**config.mk**
```make
export PLATFORM = sky130hd
export DESIGN_NAME = text_full_justify_core
export DESIGN_NICKNAME = d
export VERILOG_FILES = /design/src/hdl/tfj_pkg.sv /design/src/hdl/tfj_ram.sv /design/src/hdl/tfj_front.sv /design/src/hdl/tfj_req_queue.sv /design/src/hdl/tfj_back.sv /design/src/hdl/text_full_justify_core.sv
export SDC_FILE = /design/constraint.sdc
export NUM_CORES = 2
export LEC_CHECK = 0
export ABC_AREA = 1
export BUFFER_PORTS_ARGS = -buffer_cell sky130_fd_sc_hd__buf_2
export CAP_MARGIN = 20
export CORE_MARGIN = 4
export CORE_UTILIZATION = 56
export DETAILED_ROUTE_END_ITERATION = 10
export PLACE_DENSITY = 0.72
export SKIP_LAST_GASP = 1
export SLEW_MARGIN = 0
export SYNTH_ARGS = -nofsm -noshare
export SYNTH_HDL_FRONTEND = slang
export SYNTH_SLANG_ARGS = --single-unit
export TNS_END_PERCENT = 1
```
**constraint.sdc**
```tcl
create_clock -name clk -period 5.62 [get_ports clk]
set_input_delay 1.124 -clock clk [delete_from_list [all_inputs] [get_ports clk]]
set_output_delay 1.124 -clock clk [all_outputs]
set_load 0.02 [all_outputs]
```
**src/hdl/tfj_pkg.sv**
```systemverilog
package tfj_pkg;

  // Widest line and the most words a line can hold.
  localparam int MAX_WIDTH = 64;
  localparam int MAX_WORDS = 32;

  // Character buffer: one pending line plus one word in flight.
  localparam int BUF_DEPTH = 2 * MAX_WIDTH;
  localparam int BUF_AW    = $clog2(BUF_DEPTH);

  // Depth of the request queue between the front and the back.
  localparam int QDEPTH = 2;
  localparam int QPTR_W = $clog2(QDEPTH);

  localparam logic [7:0] SPACE_CHAR = 8'h20;
  localparam logic [6:0] WIDTH_RESET = 7'd16;

  // One classified input character as handed from the front to the back.
  typedef struct packed {
    logic [7:0] ch;     // character code
    logic       keep;   // character lies within the line width
    logic [5:0] idx;    // position of the character in its word
    logic       wend;   // character closes a word
    logic       tend;   // character closes the text
    logic [6:0] len;    // saturated word length, valid with wend
  } tfj_req_t;

  // Clamp the programmed width to the supported range.
  function automatic logic [6:0] eff_width(input logic [6:0] lw);
    logic [6:0] res;
    res = lw;
    if (lw == 7'd0) begin
      res = 7'd1;
    end else if (lw > 7'(MAX_WIDTH)) begin
      res = 7'(MAX_WIDTH);
    end
    return res;
  endfunction

endpackage

```
**src/hdl/tfj_ram.sv**
```systemverilog
module tfj_ram #(
  parameter int WIDTH = 8,
  parameter int DEPTH = 128
) (
  input  logic                     clk,
  input  logic                     wr_en,
  input  logic [$clog2(DEPTH)-1:0] wr_addr,
  input  logic [WIDTH-1:0]         wr_data,
  input  logic                     rd_en,
  input  logic [$clog2(DEPTH)-1:0] rd_addr,
  output logic [WIDTH-1:0]         rd_data
);

  logic [WIDTH-1:0] mem [DEPTH];
  logic [WIDTH-1:0] rd_data_r;

  // Single write port and a registered read port that holds when idle.
  always_ff @(posedge clk) begin
    if (wr_en) begin
      mem[wr_addr] <= wr_data;
    end
    if (rd_en) begin
      rd_data_r <= mem[rd_addr];
    end
  end

  assign rd_data = rd_data_r;

endmodule

```
**src/hdl/tfj_front.sv**
```systemverilog
module tfj_front (
  input  logic               clk,
  input  logic               rst_n,
  input  logic [6:0]         width,
  input  logic               accept,
  input  logic [7:0]         char_code,
  input  logic               word_end,
  input  logic               text_end,
  output tfj_pkg::tfj_req_t  req
);

  logic [6:0] cwl_r, cwl_nxt;
  logic       keep;
  logic [6:0] cwl_inc;
  logic       close;

  // Decide whether the character fits and track the running word length.
  always_comb begin
    keep     = (cwl_r < width);
    cwl_inc  = keep ? cwl_r + 7'd1 : cwl_r;
    close    = word_end | text_end;
    cwl_nxt  = cwl_r;
    if (accept) begin
      cwl_nxt = close ? 7'd0 : cwl_inc;
    end
    req.ch   = char_code;
    req.keep = keep;
    req.idx  = cwl_r[5:0];
    req.wend = close;
    req.tend = text_end;
    req.len  = (cwl_inc > width) ? width : cwl_inc;
  end

  always_ff @(posedge clk) begin
    if (!rst_n) begin
      cwl_r <= 7'd0;
    end else begin
      cwl_r <= cwl_nxt;
    end
  end

endmodule

```
**src/hdl/tfj_req_queue.sv**
```systemverilog
module tfj_req_queue (
  input  logic              clk,
  input  logic              rst_n,
  input  logic              push,
  input  tfj_pkg::tfj_req_t push_req,
  output logic              full,
  output logic              valid,
  output tfj_pkg::tfj_req_t head,
  input  logic              take
);

  tfj_pkg::tfj_req_t             ent_r [tfj_pkg::QDEPTH];
  logic [tfj_pkg::QPTR_W-1:0]    wp_r, rp_r;
  logic [tfj_pkg::QPTR_W:0]      cnt_r;
  logic                          do_push, do_take;

  assign full    = (cnt_r == (tfj_pkg::QPTR_W+1)'(tfj_pkg::QDEPTH));
  assign valid   = (cnt_r != '0);
  assign head    = ent_r[rp_r];
  assign do_push = push && !full;
  assign do_take = take && valid;

  // Storage for queued requests.
  always_ff @(posedge clk) begin
    if (do_push) begin
      ent_r[wp_r] <= push_req;
    end
  end

  // Pointers and fill count.
  always_ff @(posedge clk) begin
    if (!rst_n) begin
      wp_r  <= '0;
      rp_r  <= '0;
      cnt_r <= '0;
    end else begin
      if (do_push) begin
        wp_r <= wp_r + 1'b1;
      end
      if (do_take) begin
        rp_r <= rp_r + 1'b1;
      end
      cnt_r <= cnt_r + (tfj_pkg::QPTR_W+1)'(do_push) - (tfj_pkg::QPTR_W+1)'(do_take);
    end
  end

endmodule

```
**src/hdl/tfj_back.sv**
```systemverilog
module tfj_back (
  input  logic              clk,
  input  logic              rst_n,
  input  logic [6:0]        width,
  input  logic              req_valid,
  input  tfj_pkg::tfj_req_t req,
  output logic              req_take,
  output logic              out_valid,
  input  logic              out_take,
  output logic [63:0]       chunk,
  output logic [3:0]        chunk_bytes,
  output logic              line_end,
  output logic              text_done
);

  typedef enum logic [3:0] {
    ST_IDLE  = 4'b0001,
    ST_DIV   = 4'b0010,
    ST_START = 4'b0100,
    ST_EMIT  = 4'b1000
  } back_st_t;

  back_st_t st_r, st_nxt;

  // Line bookkeeping.
  logic [5:0] n_r, n_nxt;
  logic [6:0] used_r, used_nxt;
  logic [6:0] lens_r [tfj_pkg::MAX_WORDS];
  logic       lens_we;
  logic [4:0] lens_wa;
  logic [6:0] lens_wd;
  logic [tfj_pkg::BUF_AW-1:0] line_start_r, line_start_nxt;
  logic [tfj_pkg::BUF_AW-1:0] word_start_r, word_start_nxt;

  // Pending work after a line is flushed.
  logic       final_r, final_nxt;
  logic       add_pend_r, add_pend_nxt;
  logic       te_pend_r, te_pend_nxt;
  logic [6:0] pend_len_r, pend_len_nxt;

  // Spare-space divider.
  logic [2:0] div_cnt_r, div_cnt_nxt;
  logic [5:0] dq_r, dq_nxt;
  logic [5:0] rem_r, rem_nxt;
  logic [4:0] dvs_r, dvs_nxt;
  logic [5:0] q_r, q_nxt;
  logic [4:0] r_r, r_nxt;
  logic [5:0] rem_sh;
  logic       q_bit;

  // Line walker.
  logic [6:0] len_r, len_nxt;
  logic [6:0] pos_r, pos_nxt;
  logic [5:0] k_r, k_nxt;
  logic [6:0] crem_r, crem_nxt;
  logic [6:0] grem_r, grem_nxt;
  logic [tfj_pkg::BUF_AW-1:0] rd_ptr_r, rd_ptr_nxt;

  // Chunk assembly stage.
  logic       s1_valid_r, s1_valid_nxt;
  logic       s1_char_r, s1_char_nxt;
  logic [2:0] s1_bidx_r, s1_bidx_nxt;
  logic       s1_last_r, s1_last_nxt;
  logic       s1_final_r, s1_final_nxt;
  logic [63:0] chunk_r, chunk_nxt;

  // Output register.
  logic        ov_r, ov_nxt;
  logic [63:0] oc_r, oc_nxt;
  logic [3:0]  ob_r, ob_nxt;
  logic        ol_r, ol_nxt;
  logic        ot_r, ot_nxt;

  // Buffer ports.
  logic                       wr_en, rd_en;
  logic [tfj_pkg::BUF_AW-1:0] wr_addr;
  logic [7:0]                 rd_data;

  logic [6:0] len_line_c;
  logic [7:0] need_c;
  logic       fit_fail;
  logic [6:0] spare_c;
  logic [5:0] k_inc;
  logic [6:0] gap_c;
  logic       stall;
  logic       s1_done;
  logic       is_char;
  logic       last_slot;
  logic [7:0] byte_c;

  tfj_ram #(
    .WIDTH (8),
    .DEPTH (tfj_pkg::BUF_DEPTH)
  ) u_buf (
    .clk     (clk),
    .wr_en   (wr_en),
    .wr_addr (wr_addr),
    .wr_data (req.ch),
    .rd_en   (rd_en),
    .rd_addr (rd_ptr_r),
    .rd_data (rd_data)
  );

  // Common terms for the line decision and the walker.
  always_comb begin
    len_line_c = (used_r > width) ? used_r : width;
    need_c     = {1'b0, used_r} + 8'd1 + {1'b0, req.len};
    fit_fail   = (n_r != 6'd0) && (need_c > {1'b0, width});
    spare_c    = len_line_c - used_r;
    k_inc      = k_r + 6'd1;
    gap_c      = final_r ? 7'd1
               : 7'd1 + {1'b0, q_r} + {6'd0, (k_r < {1'b0, r_r})};
    s1_done    = s1_valid_r && ((s1_bidx_r == 3'd7) || s1_last_r);
    stall      = s1_done && ov_r && !out_take;
    is_char    = (crem_r != 7'd0);
    last_slot  = (pos_r == len_r - 7'd1);
    rem_sh     = {rem_r[4:0], dq_r[5]};
    q_bit      = (rem_sh >= {1'b0, dvs_r});
  end

  // Sequencer: takes requests, divides, and walks the pending line.
  always_comb begin
    st_nxt         = st_r;
    n_nxt          = n_r;
    used_nxt       = used_r;
    lens_we        = 1'b0;
    lens_wa        = n_r[4:0];
    lens_wd        = req.len;
    line_start_nxt = line_start_r;
    word_start_nxt = word_start_r;
    final_nxt      = final_r;
    add_pend_nxt   = add_pend_r;
    te_pend_nxt    = te_pend_r;
    pend_len_nxt   = pend_len_r;
    div_cnt_nxt    = div_cnt_r;
    dq_nxt         = dq_r;
    rem_nxt        = rem_r;
    dvs_nxt        = dvs_r;
    q_nxt          = q_r;
    r_nxt          = r_r;
    len_nxt        = len_r;
    pos_nxt        = pos_r;
    k_nxt          = k_r;
    crem_nxt       = crem_r;
    grem_nxt       = grem_r;
    rd_ptr_nxt     = rd_ptr_r;
    req_take       = 1'b0;
    wr_en          = 1'b0;
    wr_addr        = word_start_r + {1'b0, req.idx};
    rd_en          = 1'b0;
    s1_valid_nxt   = s1_valid_r;
    s1_char_nxt    = s1_char_r;
    s1_bidx_nxt    = s1_bidx_r;
    s1_last_nxt    = s1_last_r;
    s1_final_nxt   = s1_final_r;
    if (!stall) begin
      s1_valid_nxt = 1'b0;
    end

    case (st_r)
      ST_IDLE: begin
        if (req_valid) begin
          req_take = 1'b1;
          wr_en    = req.keep;
          if (req.wend) begin
            word_start_nxt = word_start_r + req.len;
            if (fit_fail) begin
              // Flush the pending line first, then place this word.
              pend_len_nxt = req.len;
              add_pend_nxt = 1'b1;
              te_pend_nxt  = req.tend;
              final_nxt    = 1'b0;
              if (n_r > 6'd1) begin
                dq_nxt      = spare_c[5:0];
                rem_nxt     = 6'd0;
                dvs_nxt     = 5'(n_r - 6'd1);
                div_cnt_nxt = 3'd0;
                st_nxt      = ST_DIV;
              end else begin
                q_nxt  = 6'd0;
                r_nxt  = 5'd0;
                st_nxt = ST_START;
              end
            end else begin
              lens_we  = 1'b1;
              used_nxt = (n_r != 6'd0) ? used_r + 7'd1 + req.len : req.len;
              n_nxt    = n_r + 6'd1;
              if (req.tend) begin
                final_nxt = 1'b1;
                st_nxt    = ST_START;
              end
            end
          end
        end
      end

      ST_DIV: begin
        // One quotient bit per cycle.
        rem_nxt     = q_bit ? rem_sh - {1'b0, dvs_r} : rem_sh;
        dq_nxt      = {dq_r[4:0], q_bit};
        div_cnt_nxt = div_cnt_r + 3'd1;
        if (div_cnt_r == 3'd5) begin
          q_nxt  = {dq_r[4:0], q_bit};
          r_nxt  = rem_nxt[4:0];
          st_nxt = ST_START;
        end
      end

      ST_START: begin
        len_nxt    = len_line_c;
        pos_nxt    = 7'd0;
        k_nxt      = 6'd0;
        crem_nxt   = lens_r[0];
        grem_nxt   = 7'd0;
        rd_ptr_nxt = line_start_r;
        st_nxt     = ST_EMIT;
      end

      ST_EMIT: begin
        if (!stall) begin
          // One output byte per cycle while not stalled: word character, gap space or padding.
          if (is_char) begin
            rd_en      = 1'b1;
            rd_ptr_nxt = rd_ptr_r + 1'b1;
            crem_nxt   = crem_r - 7'd1;
            if ((crem_r == 7'd1) && (k_inc < n_r)) begin
              grem_nxt = gap_c;
            end
          end else if (grem_r != 7'd0) begin
            grem_nxt = grem_r - 7'd1;
            if (grem_r == 7'd1) begin
              crem_nxt = lens_r[k_inc[4:0]];
              k_nxt    = k_inc;
            end
          end
          pos_nxt      = pos_r + 7'd1;
          s1_valid_nxt = 1'b1;
          s1_char_nxt  = is_char;
          s1_bidx_nxt  = pos_r[2:0];
          s1_last_nxt  = last_slot;
          s1_final_nxt = final_r;
          if (last_slot) begin
            // Line finished: clear it and resume any pending work.
            n_nxt          = 6'd0;
            used_nxt       = 7'd0;
            line_start_nxt = rd_ptr_nxt;
            st_nxt         = ST_IDLE;
            if (add_pend_r) begin
              add_pend_nxt = 1'b0;
              lens_we      = 1'b1;
              lens_wa      = 5'd0;
              lens_wd      = pend_len_r;
              n_nxt        = 6'd1;
              used_nxt     = pend_len_r;
              if (te_pend_r) begin
                te_pend_nxt = 1'b0;
                final_nxt   = 1'b1;
                st_nxt      = ST_START;
              end
            end
          end
        end
      end

      default: begin
        st_nxt = ST_IDLE;
      end
    endcase
  end

  // Chunk assembly and the output register.
  always_comb begin
    byte_c    = s1_char_r ? rd_data : tfj_pkg::SPACE_CHAR;
    chunk_nxt = chunk_r;
    ov_nxt    = ov_r && !out_take;
    oc_nxt    = oc_r;
    ob_nxt    = ob_r;
    ol_nxt    = ol_r;
    ot_nxt    = ot_r;
    if (s1_valid_r && !stall) begin
      chunk_nxt = ((s1_bidx_r == 3'd0) ? 64'd0 : chunk_r)
                | ({56'd0, byte_c} << {s1_bidx_r, 3'b000});
      if (s1_done) begin
        ov_nxt = 1'b1;
        oc_nxt = chunk_nxt;
        ob_nxt = {1'b0, s1_bidx_r} + 4'd1;
        ol_nxt = s1_last_r;
        ot_nxt = s1_last_r && s1_final_r;
      end
    end
  end

  // Word length table.
  always_ff @(posedge clk) begin
    if (lens_we) begin
      lens_r[lens_wa] <= lens_wd;
    end
  end

  // Payload registers.
  always_ff @(posedge clk) begin
    pend_len_r  <= pend_len_nxt;
    dq_r        <= dq_nxt;
    rem_r       <= rem_nxt;
    dvs_r       <= dvs_nxt;
    q_r         <= q_nxt;
    r_r         <= r_nxt;
    len_r       <= len_nxt;
    pos_r       <= pos_nxt;
    k_r         <= k_nxt;
    crem_r      <= crem_nxt;
    grem_r      <= grem_nxt;
    rd_ptr_r    <= rd_ptr_nxt;
    s1_char_r   <= s1_char_nxt;
    s1_bidx_r   <= s1_bidx_nxt;
    s1_last_r   <= s1_last_nxt;
    s1_final_r  <= s1_final_nxt;
    chunk_r     <= chunk_nxt;
    oc_r        <= oc_nxt;
    ob_r        <= ob_nxt;
    ol_r        <= ol_nxt;
    ot_r        <= ot_nxt;
    div_cnt_r   <= div_cnt_nxt;
    final_r     <= final_nxt;
  end

  // Control registers.
  always_ff @(posedge clk) begin
    if (!rst_n) begin
      st_r         <= ST_IDLE;
      n_r          <= 6'd0;
      used_r       <= 7'd0;
      line_start_r <= '0;
      word_start_r <= '0;
      add_pend_r   <= 1'b0;
      te_pend_r    <= 1'b0;
      s1_valid_r   <= 1'b0;
      ov_r         <= 1'b0;
    end else begin
      st_r         <= st_nxt;
      n_r          <= n_nxt;
      used_r       <= used_nxt;
      line_start_r <= line_start_nxt;
      word_start_r <= word_start_nxt;
      add_pend_r   <= add_pend_nxt;
      te_pend_r    <= te_pend_nxt;
      s1_valid_r   <= s1_valid_nxt;
      ov_r         <= ov_nxt;
    end
  end

  assign out_valid   = ov_r;
  assign chunk       = oc_r;
  assign chunk_bytes = ob_r;
  assign line_end    = ol_r;
  assign text_done   = ot_r;

endmodule

```
**src/hdl/text_full_justify_core.sv**
```systemverilog
// Full text justification into fixed-width lines.
//
// Input queue side: one character per request on in_char_code, with
// in_word_end on the last character of a word and in_text_end on the last
// character of the text. A request is taken when push is high and full low.
// Result queue side: chunks of up to eight characters, first character in
// the low byte; out_line_end marks the last chunk of a line and
// out_text_done the last chunk of the text. A chunk is taken when pop is
// high and empty low. cfg_wr_en writes the line width from cfg_wr_data.
//
// The back end takes characters only while no line is being written out. A
// two-entry request queue takes two more characters while a line is written
// out; after that, full stays high until the line is done. Flushing a line
// sets up the walker and then emits each output byte; when a line that is
// not the last of the text has two or more words, the spare-space division
// comes first. Each byte passes the chunk assembly stage and the output
// register before its chunk appears.
// A stalled receiver holds the chunk in the output register. The walker
// then halts, and the request queue fills up and raises full.
// Reset empties both queues, clears the pending line and sets the width to
// 16; the character buffer needs no clearing.
module text_full_justify_core (
  input  logic        clk,
  input  logic        rst_n,
  input  logic        push,
  output logic        full,
  input  logic [7:0]  in_char_code,
  input  logic        in_word_end,
  input  logic        in_text_end,
  output logic        empty,
  input  logic        pop,
  output logic [63:0] out_chunk,
  output logic [3:0]  out_chunk_bytes,
  output logic        out_line_end,
  output logic        out_text_done,
  input  logic        cfg_wr_en,
  input  logic [6:0]  cfg_wr_data
);

  logic [6:0]        line_width_r;
  logic [6:0]        width;
  logic              accept;
  tfj_pkg::tfj_req_t front_req;
  tfj_pkg::tfj_req_t head_req;
  logic              q_valid;
  logic              q_take;
  logic              out_valid;

  // Line width register.
  always_ff @(posedge clk) begin
    if (!rst_n) begin
      line_width_r <= tfj_pkg::WIDTH_RESET;
    end else if (cfg_wr_en) begin
      line_width_r <= cfg_wr_data;
    end
  end

  assign width  = tfj_pkg::eff_width(line_width_r);
  assign accept = push && !full;
  assign empty  = !out_valid;

  tfj_front u_front (
    .clk       (clk),
    .rst_n     (rst_n),
    .width     (width),
    .accept    (accept),
    .char_code (in_char_code),
    .word_end  (in_word_end),
    .text_end  (in_text_end),
    .req       (front_req)
  );

  tfj_req_queue u_queue (
    .clk      (clk),
    .rst_n    (rst_n),
    .push     (push),
    .push_req (front_req),
    .full     (full),
    .valid    (q_valid),
    .head     (head_req),
    .take     (q_take)
  );

  tfj_back u_back (
    .clk         (clk),
    .rst_n       (rst_n),
    .width       (width),
    .req_valid   (q_valid),
    .req         (head_req),
    .req_take    (q_take),
    .out_valid   (out_valid),
    .out_take    (pop),
    .chunk       (out_chunk),
    .chunk_bytes (out_chunk_bytes),
    .line_end    (out_line_end),
    .text_done   (out_text_done)
  );

endmodule

```
### Yosys cells after proc, flatten, opt, wreduce, memory -nomap -nowiden

Memories as Yosys holds them, arrays and structs flattened. A register that Yosys moved wholly into a read port is not among the register bits.
Cells that the tools add are included.

| storage, ports and cells | value |
|---|---|
| memories | 3 |
| register bits after elaboration | 272 |
| output and inout port bits | 72 |
| word-level logic and storage cells | 287 |
| RAM bits | 1296 |
| memory bits (read-only) | 0 |
| latch bits | 0 |
| input port bits | 22 |

| operators by class | value |
|---|---|
| multipliers | 0 |
| add/subtract/negate cells | 25 |
| div/mod/pow operators | 0 |
| bitwise gates (word level) | 3 |
| reductions and logical operators | 41 |
| shift-type cells | 1 |
| equal/unequal tests | 28 |
| magnitude comparators | 9 |
| multiplexer cells | 140 |

Memory list:

| memory | words | bits a word | rd ports | clocked after Yosys merged registers in | wr ports | line | source |
|---|---|---|---|---|---|---|---|
| u_back.u_buf.mem | 128 | 8 | 1 | 1 | 1 | tfj_ram.sv:14 | `logic [WIDTH-1:0] mem [DEPTH];` |
| u_back.lens_r | 32 | 7 | 2 | 0 | 1 | tfj_back.sv:28 | `logic [6:0] lens_r [tfj_pkg::MAX_WORDS];` |
| u_queue.ent_r | 2 | 24 | 1 | 1 | 1 | tfj_req_queue.sv:12 | `tfj_pkg::tfj_req_t ent_r [tfj_pkg::QDEPTH];` |

Operators with widths:

| kind | count |
|---|---|
| 7-bit 2-to-1 mux | 29 |
| 6-bit 2-to-1 mux | 18 |
| 5-bit 2-to-1 mux | 14 |
| 7-bit case mux with 2 select lines | 5 |
| 64-bit 2-to-1 mux | 1 |
| 64-bit bitwise OR | 1 |
| 8-bit by 6-bit left shift with 64-bit output | 1 |
| 6-bit case mux with 2 select lines | 4 |
| 1-bit 2-to-1 mux | 46 |
| 4-bit 2-to-1 mux | 8 |
| 7-bit by 1-bit adder with 7-bit output (second input constant) | 4 |
| 6-bit AND reduction | 4 |
| 7-bit by 1-bit subtractor with 7-bit output (second input constant) | 3 |
| 5-bit case mux with 2 select lines | 2 |
| 3-bit 2-to-1 mux | 6 |
| 2-bit by 1-bit inequality test with 1-bit output (second input constant) | 8 |
| 4-bit case mux with 4 select lines | 1 |
| 5-bit AND reduction | 3 |
| 7-bit adder | 2 |
| 7-bit by 1-bit == test with 1-bit output (second input constant) | 2 |
| 7-bit > comparator | 2 |
| 7-bit nonzero test | 2 |
| 6-bit by 1-bit adder with 6-bit output (second input constant) | 2 |
| 2-bit inequality test (second input constant) | 6 |
| 46 further kinds | 73 |

### Longest topological paths before layout

| logic depth | value |
|---|---|
| depth after elaboration | 11 |
| depth in mapped cells | 24 |
| mapped depth without buffers | 23 |

### By module

From an unflattened synthesis, not the netlist that was laid out.

| unflattened totals | value |
|---|---|
| cell total of the unflattened synthesis | 5850 |
| area, all modules | 67439.7 um2 |

By module, submodules not included:

| module | instances | area an instance (um2) | cells an instance | sequential area each (um2) |
|---|---|---|---|---|
| tfj_ram | 1 | 42184.2 | 3575 | 30989.7 |
| tfj_back | 1 | 21648.3 | 1942 | 14003.4 |
| tfj_req_queue | 1 | 2085.8 | 113 | 1541.5 |
| tfj_front | 1 | 1207.4 | 176 | 140.1 |
| text_full_justify_core | 1 | 314.1 | 44 | 140.1 |

### Least setup slack after synthesis

No wires, ideal clock.

| timing | value |
|---|---|
| kind | in2reg |
| start | input pop |
| end | register u_back.oc_r[0], in the netlist u_back.chunk[0], enable pin |
| path buffers | 0 |
| setup slack | 1.007 ns |
| setup time | 0.499 ns |
| required time | 5.121 ns |
| cell stages on the path | 2 |
| data arrival time | 4.114 ns |
| cell sequence | nor2_1 nor2_1 |

| between the ends | value |
|---|---|
| longest elaborated chain between the ends | 5 |

Ends and longest elaborated chain:

| element | line | source |
|---|---|---|
| start: declaration | text_full_justify_core.sv:31 | `input logic pop,` |
| 1-bit zero test | tfj_back.sv:114 | `stall = s1_done && ov_r && !out_take;` |
| 1-bit logical AND | tfj_back.sv:114 |  |
| 1-bit zero test | - |  |
| 1-bit logical AND | tfj_back.sv:280 | `if (s1_valid_r && !stall) begin` |
| 2-bit AND reduction (no line) | - |  |
| end signal: assignment | tfj_back.sv:319 | `oc_r <= oc_nxt;` |
| end: declaration | tfj_back.sv:69 | `logic [63:0] oc_r, oc_nxt;` |

Every way passes these cells.
A chain may end at the register's enable or synchronous reset.

==> results.cfg <==
[floorplan]
fp.coreArea_sq_um = 116200
die_x_um = 350.0
dieHeight_um = 350.0
start_util_pct = 56.37
placementRows = 125
count_of_pins_on_the_block_boundary = 94
die-area_sq_um = 122500

[worst_setup_path]
worst_path_maximum_fanout = 9
reg2reg_slack_ns = 0.70
regToRegEndpoint = u_back.lens_r[25][1]
worstPathCellList = inv_1, or2_2, o21ai_0, ha_1, fa_1, o21ai_0, nand2_1, nand2_1, a21oi_1, or2_2, nand2_1, ha_1, a211oi_1, nand2_1, nand2_1, nand2_1, nand2_4, nand4_2, nor2_1
critical-path-slowest-cell = sky130_fd_sc_hd__nor2_1
cp-start-kind = flop
worst_ep_required_time_ns = 6.03
crit_end_category = flop
crit_path_max_incr_delay_ns = 0.57
reg2regPathDepth = 19
worst-setup-path-type = flop to flop
cp_data_arrival_time_ns = 5.33
timing.critical_path.mode_cell = sky130_fd_sc_hd__nand2_1

[detailed_routing]
drt-wirelength-per-cell_um = 24.20
wl_met2_um = 79830
drt_wl_total_um = 169000
top_layer_used = met5
met3_wire_len_um = 16100
drt.antenna.violating_nets = 0
detail_route.vias_per_cell = 6.214
routed-via-count = 43384
count_of_tritonroute_iterations_in_the_first_routing_pass = 6
routedLengthMet1_um = 66960
number_of_design_rule_violations_left_after_detail_routing = 0
initialDrtViolationCount = 5855

[timing]
slew_limit_headroom_pct = 19.06
final-hold-violation-count = 0
report.final.slew_viol_count = 0
fin_tns_setup_ns = 0
worst_clock_skew_ns = 0.02244
max_freq_ghz = 0.2033
min_period_over_period_pct = 87.52
worst-slew-pin-transition_ns = 1.211
setup_viol = 0
unrepaired_setup_endpoints_after_global_routing = false
period_minus_slack_ns = 4.919

[placed_design]
globalplace.congestion = 0.9141
place_hpwl_um = 103300
detailed_place.area_sq_um = 67410
placedCellCount = 6692
numPortBuffers = 93

[synthesis]
synth_top_cells_by_area = sky130_fd_sc_hd__edfxtp_1 (70%), sky130_fd_sc_hd__o21ai_0 (5.5%), sky130_fd_sc_hd__nor2_1 (4.8%)
synth-seq-area-share_pct = 71.47
proportion_of_synthesized_flip_flops_having_asynchronous_set_or_reset_pct = 0
ys.warnings.count = 0
synth_seq_cells = 1577
synthDominantAreaCellType = sky130_fd_sc_hd__edfxtp_1
synth_edf_count = 1523
yosys.area.top_type_share_pct = 69.82
synthesis.nets = 5415
syn-instance-count = 5302
post_synth.cell_area_avg_sq_um = 12.36
synth.cell_area_sq_um = 65510
synthDistinctLibCells = 59
synth_flop_cell = sky130_fd_sc_hd__edfxtp_1

[cts]
cts.repair.resized = 0
tritoncts = done
clkSlewWorstSetupHoldPaths_ns = 0.06
postCtsHoldBufs = 0
clockRootBuffer = sky130_fd_sc_hd__clkbuf_16
cts_made_buffers = 158
post-cts-setup-buffer-count = 0
ctsLongestPathBuffers = 3
cts.sink_count = 1577
htreeDepth = 4
worst_skew_pair.late_latency_ns = 0.77

[grt]
grt_max_degree = 210
grt.overflow.total = 0
grt_antenna_before_repair = 5
first_global_vias = 41343
grt.total_usage_pct = 27.22
grt_pass1_wl_um = 252900

[final_layout]
design_area_sq_um = 72620
final_net_count = 5442
syn_to_final_growth_pct = 10.86
num_antenna_cells = 0
layout.cells.non_filler = 6982
drive_above_1_share_pct = 8.611
final_core_utilization_pct = 62.49
layout_commonest_cell = sky130_fd_sc_hd__edfxtp_1
commonest_cells_after_routing_fill_and_taps_aside = sky130_fd_sc_hd__edfxtp_1 (1523), sky130_fd_sc_hd__nor2_1 (825), sky130_fd_sc_hd__o21ai_0 (711)

[power_and_ir_drop]
leakagePower_uw = 0.02477
power_density_nw_per_um2 = 433.6
vdd_drop_max_uv = 428.1

[worst_hold_path]
hold_class = flop to flop
whs_path_depth = 2
hp-start = u_back.line_start_r[5]
worst_hold_path_endpoint = u_back.line_start_r[5]

[job]
timing.max_cap.violations = 0

[outcome]
result_of_the_run = complete, no violations
==> worst max-delay path by stage <==
stage | to | slack (ns) | cells after the start | start
floorplan | u_back.chunk[0] | 1.01 | 2 | pop
global placement | u_back.lens_r[9][0] | 0.80 | 19 | flop
detailed placement | u_back.lens_r[29][6] | 0.73 | 19 | flop
CTS | u_back.lens_r[29][6] | 0.71 | 19 | flop
global route | u_back.lens_r[29][2] | 0.35 | 19 | flop
finish | u_back.lens_r[25][1] | 0.70 | 19 | flop
==> critical path: cells and delay by family, from the launching register on <==
family | cells | cell delay [ns]
simple gates | 11 | 2.27
fa+ha+maj | 3 | 0.95
compound gates | 4 | 0.80
flops | 1 | 0.37
buf+inv | 1 | 0.15
==> cells in the mapped netlist (all sizes together) (66+ instances only) <==
cell type,count
clkbuf,231
edfxtp,1523
mux2i,66
inv,200
nor2,834
o211ai,88
o221ai,152
ha,86
nand3,190
buf,76
nand2,661
o22ai,91
o21ai,721
a21oi,167
==> flip-flops by register name (all words and copies together) (netlist names), 8 cells and up, named ones only <==
name,flops
u_back.chunk,64
u_back.u_buf.rd_data,8
u_back.lens_r,224
u_queue.ent_r,48
u_back.u_buf.mem,1024
u_back.chunk_r,64
==> layer usage <==
metal,up-vias,GRT usage (%)
met3,387,4.482
met4,6,9.968
met1,21005,37.88
met2,2564,43.83
li1,19422,-
met5,-,0
==> cells by family after synthesis <==
kind of cell / Yosys count / synth area share, %
and+or+nand+nor: 1736 / 10.66
AOI/OAI and AO/OA: 1265 / 11.26
xor gates and xnor gates: 52 / 0.6953
adders and majority gates: 91 / 1.795
buffers and inverters: 515 / 3.117
muxes: 66 / 1.008
DFF: 1577 / 71.47
==> through the flow <==
stage	hold WS [ns]	setup WS (ns)	power, uW
6_report	0.4504	0.7014	31490
5_1_grt	0.4802	0.3495	32630
4_1_cts	0.4518	0.7054	31510
3_5_place_dp	0.4468	0.7281	21100
3_3_place_gp	0.4347	0.7962	21030
2_1_floorplan	0.4246	1.007	18530
==> layout make-up <==
type,count,area [sq um]
clock inverter,90,918.4
tap,1524,1907
sequential,1577,46810
fill,8551,43590
inverter,208,793.3
multi-input combinational,3210,16770
timing repair buffer,174,1139
clock buffer,199,4273
==> power breakdown <==
part	switching (uW)	internal, uW
clock	4420	6100
combinational	4830	1320
sequential	227	14600
total	9470	22000
Note: power is estimated with default switching activity, not from simulation.
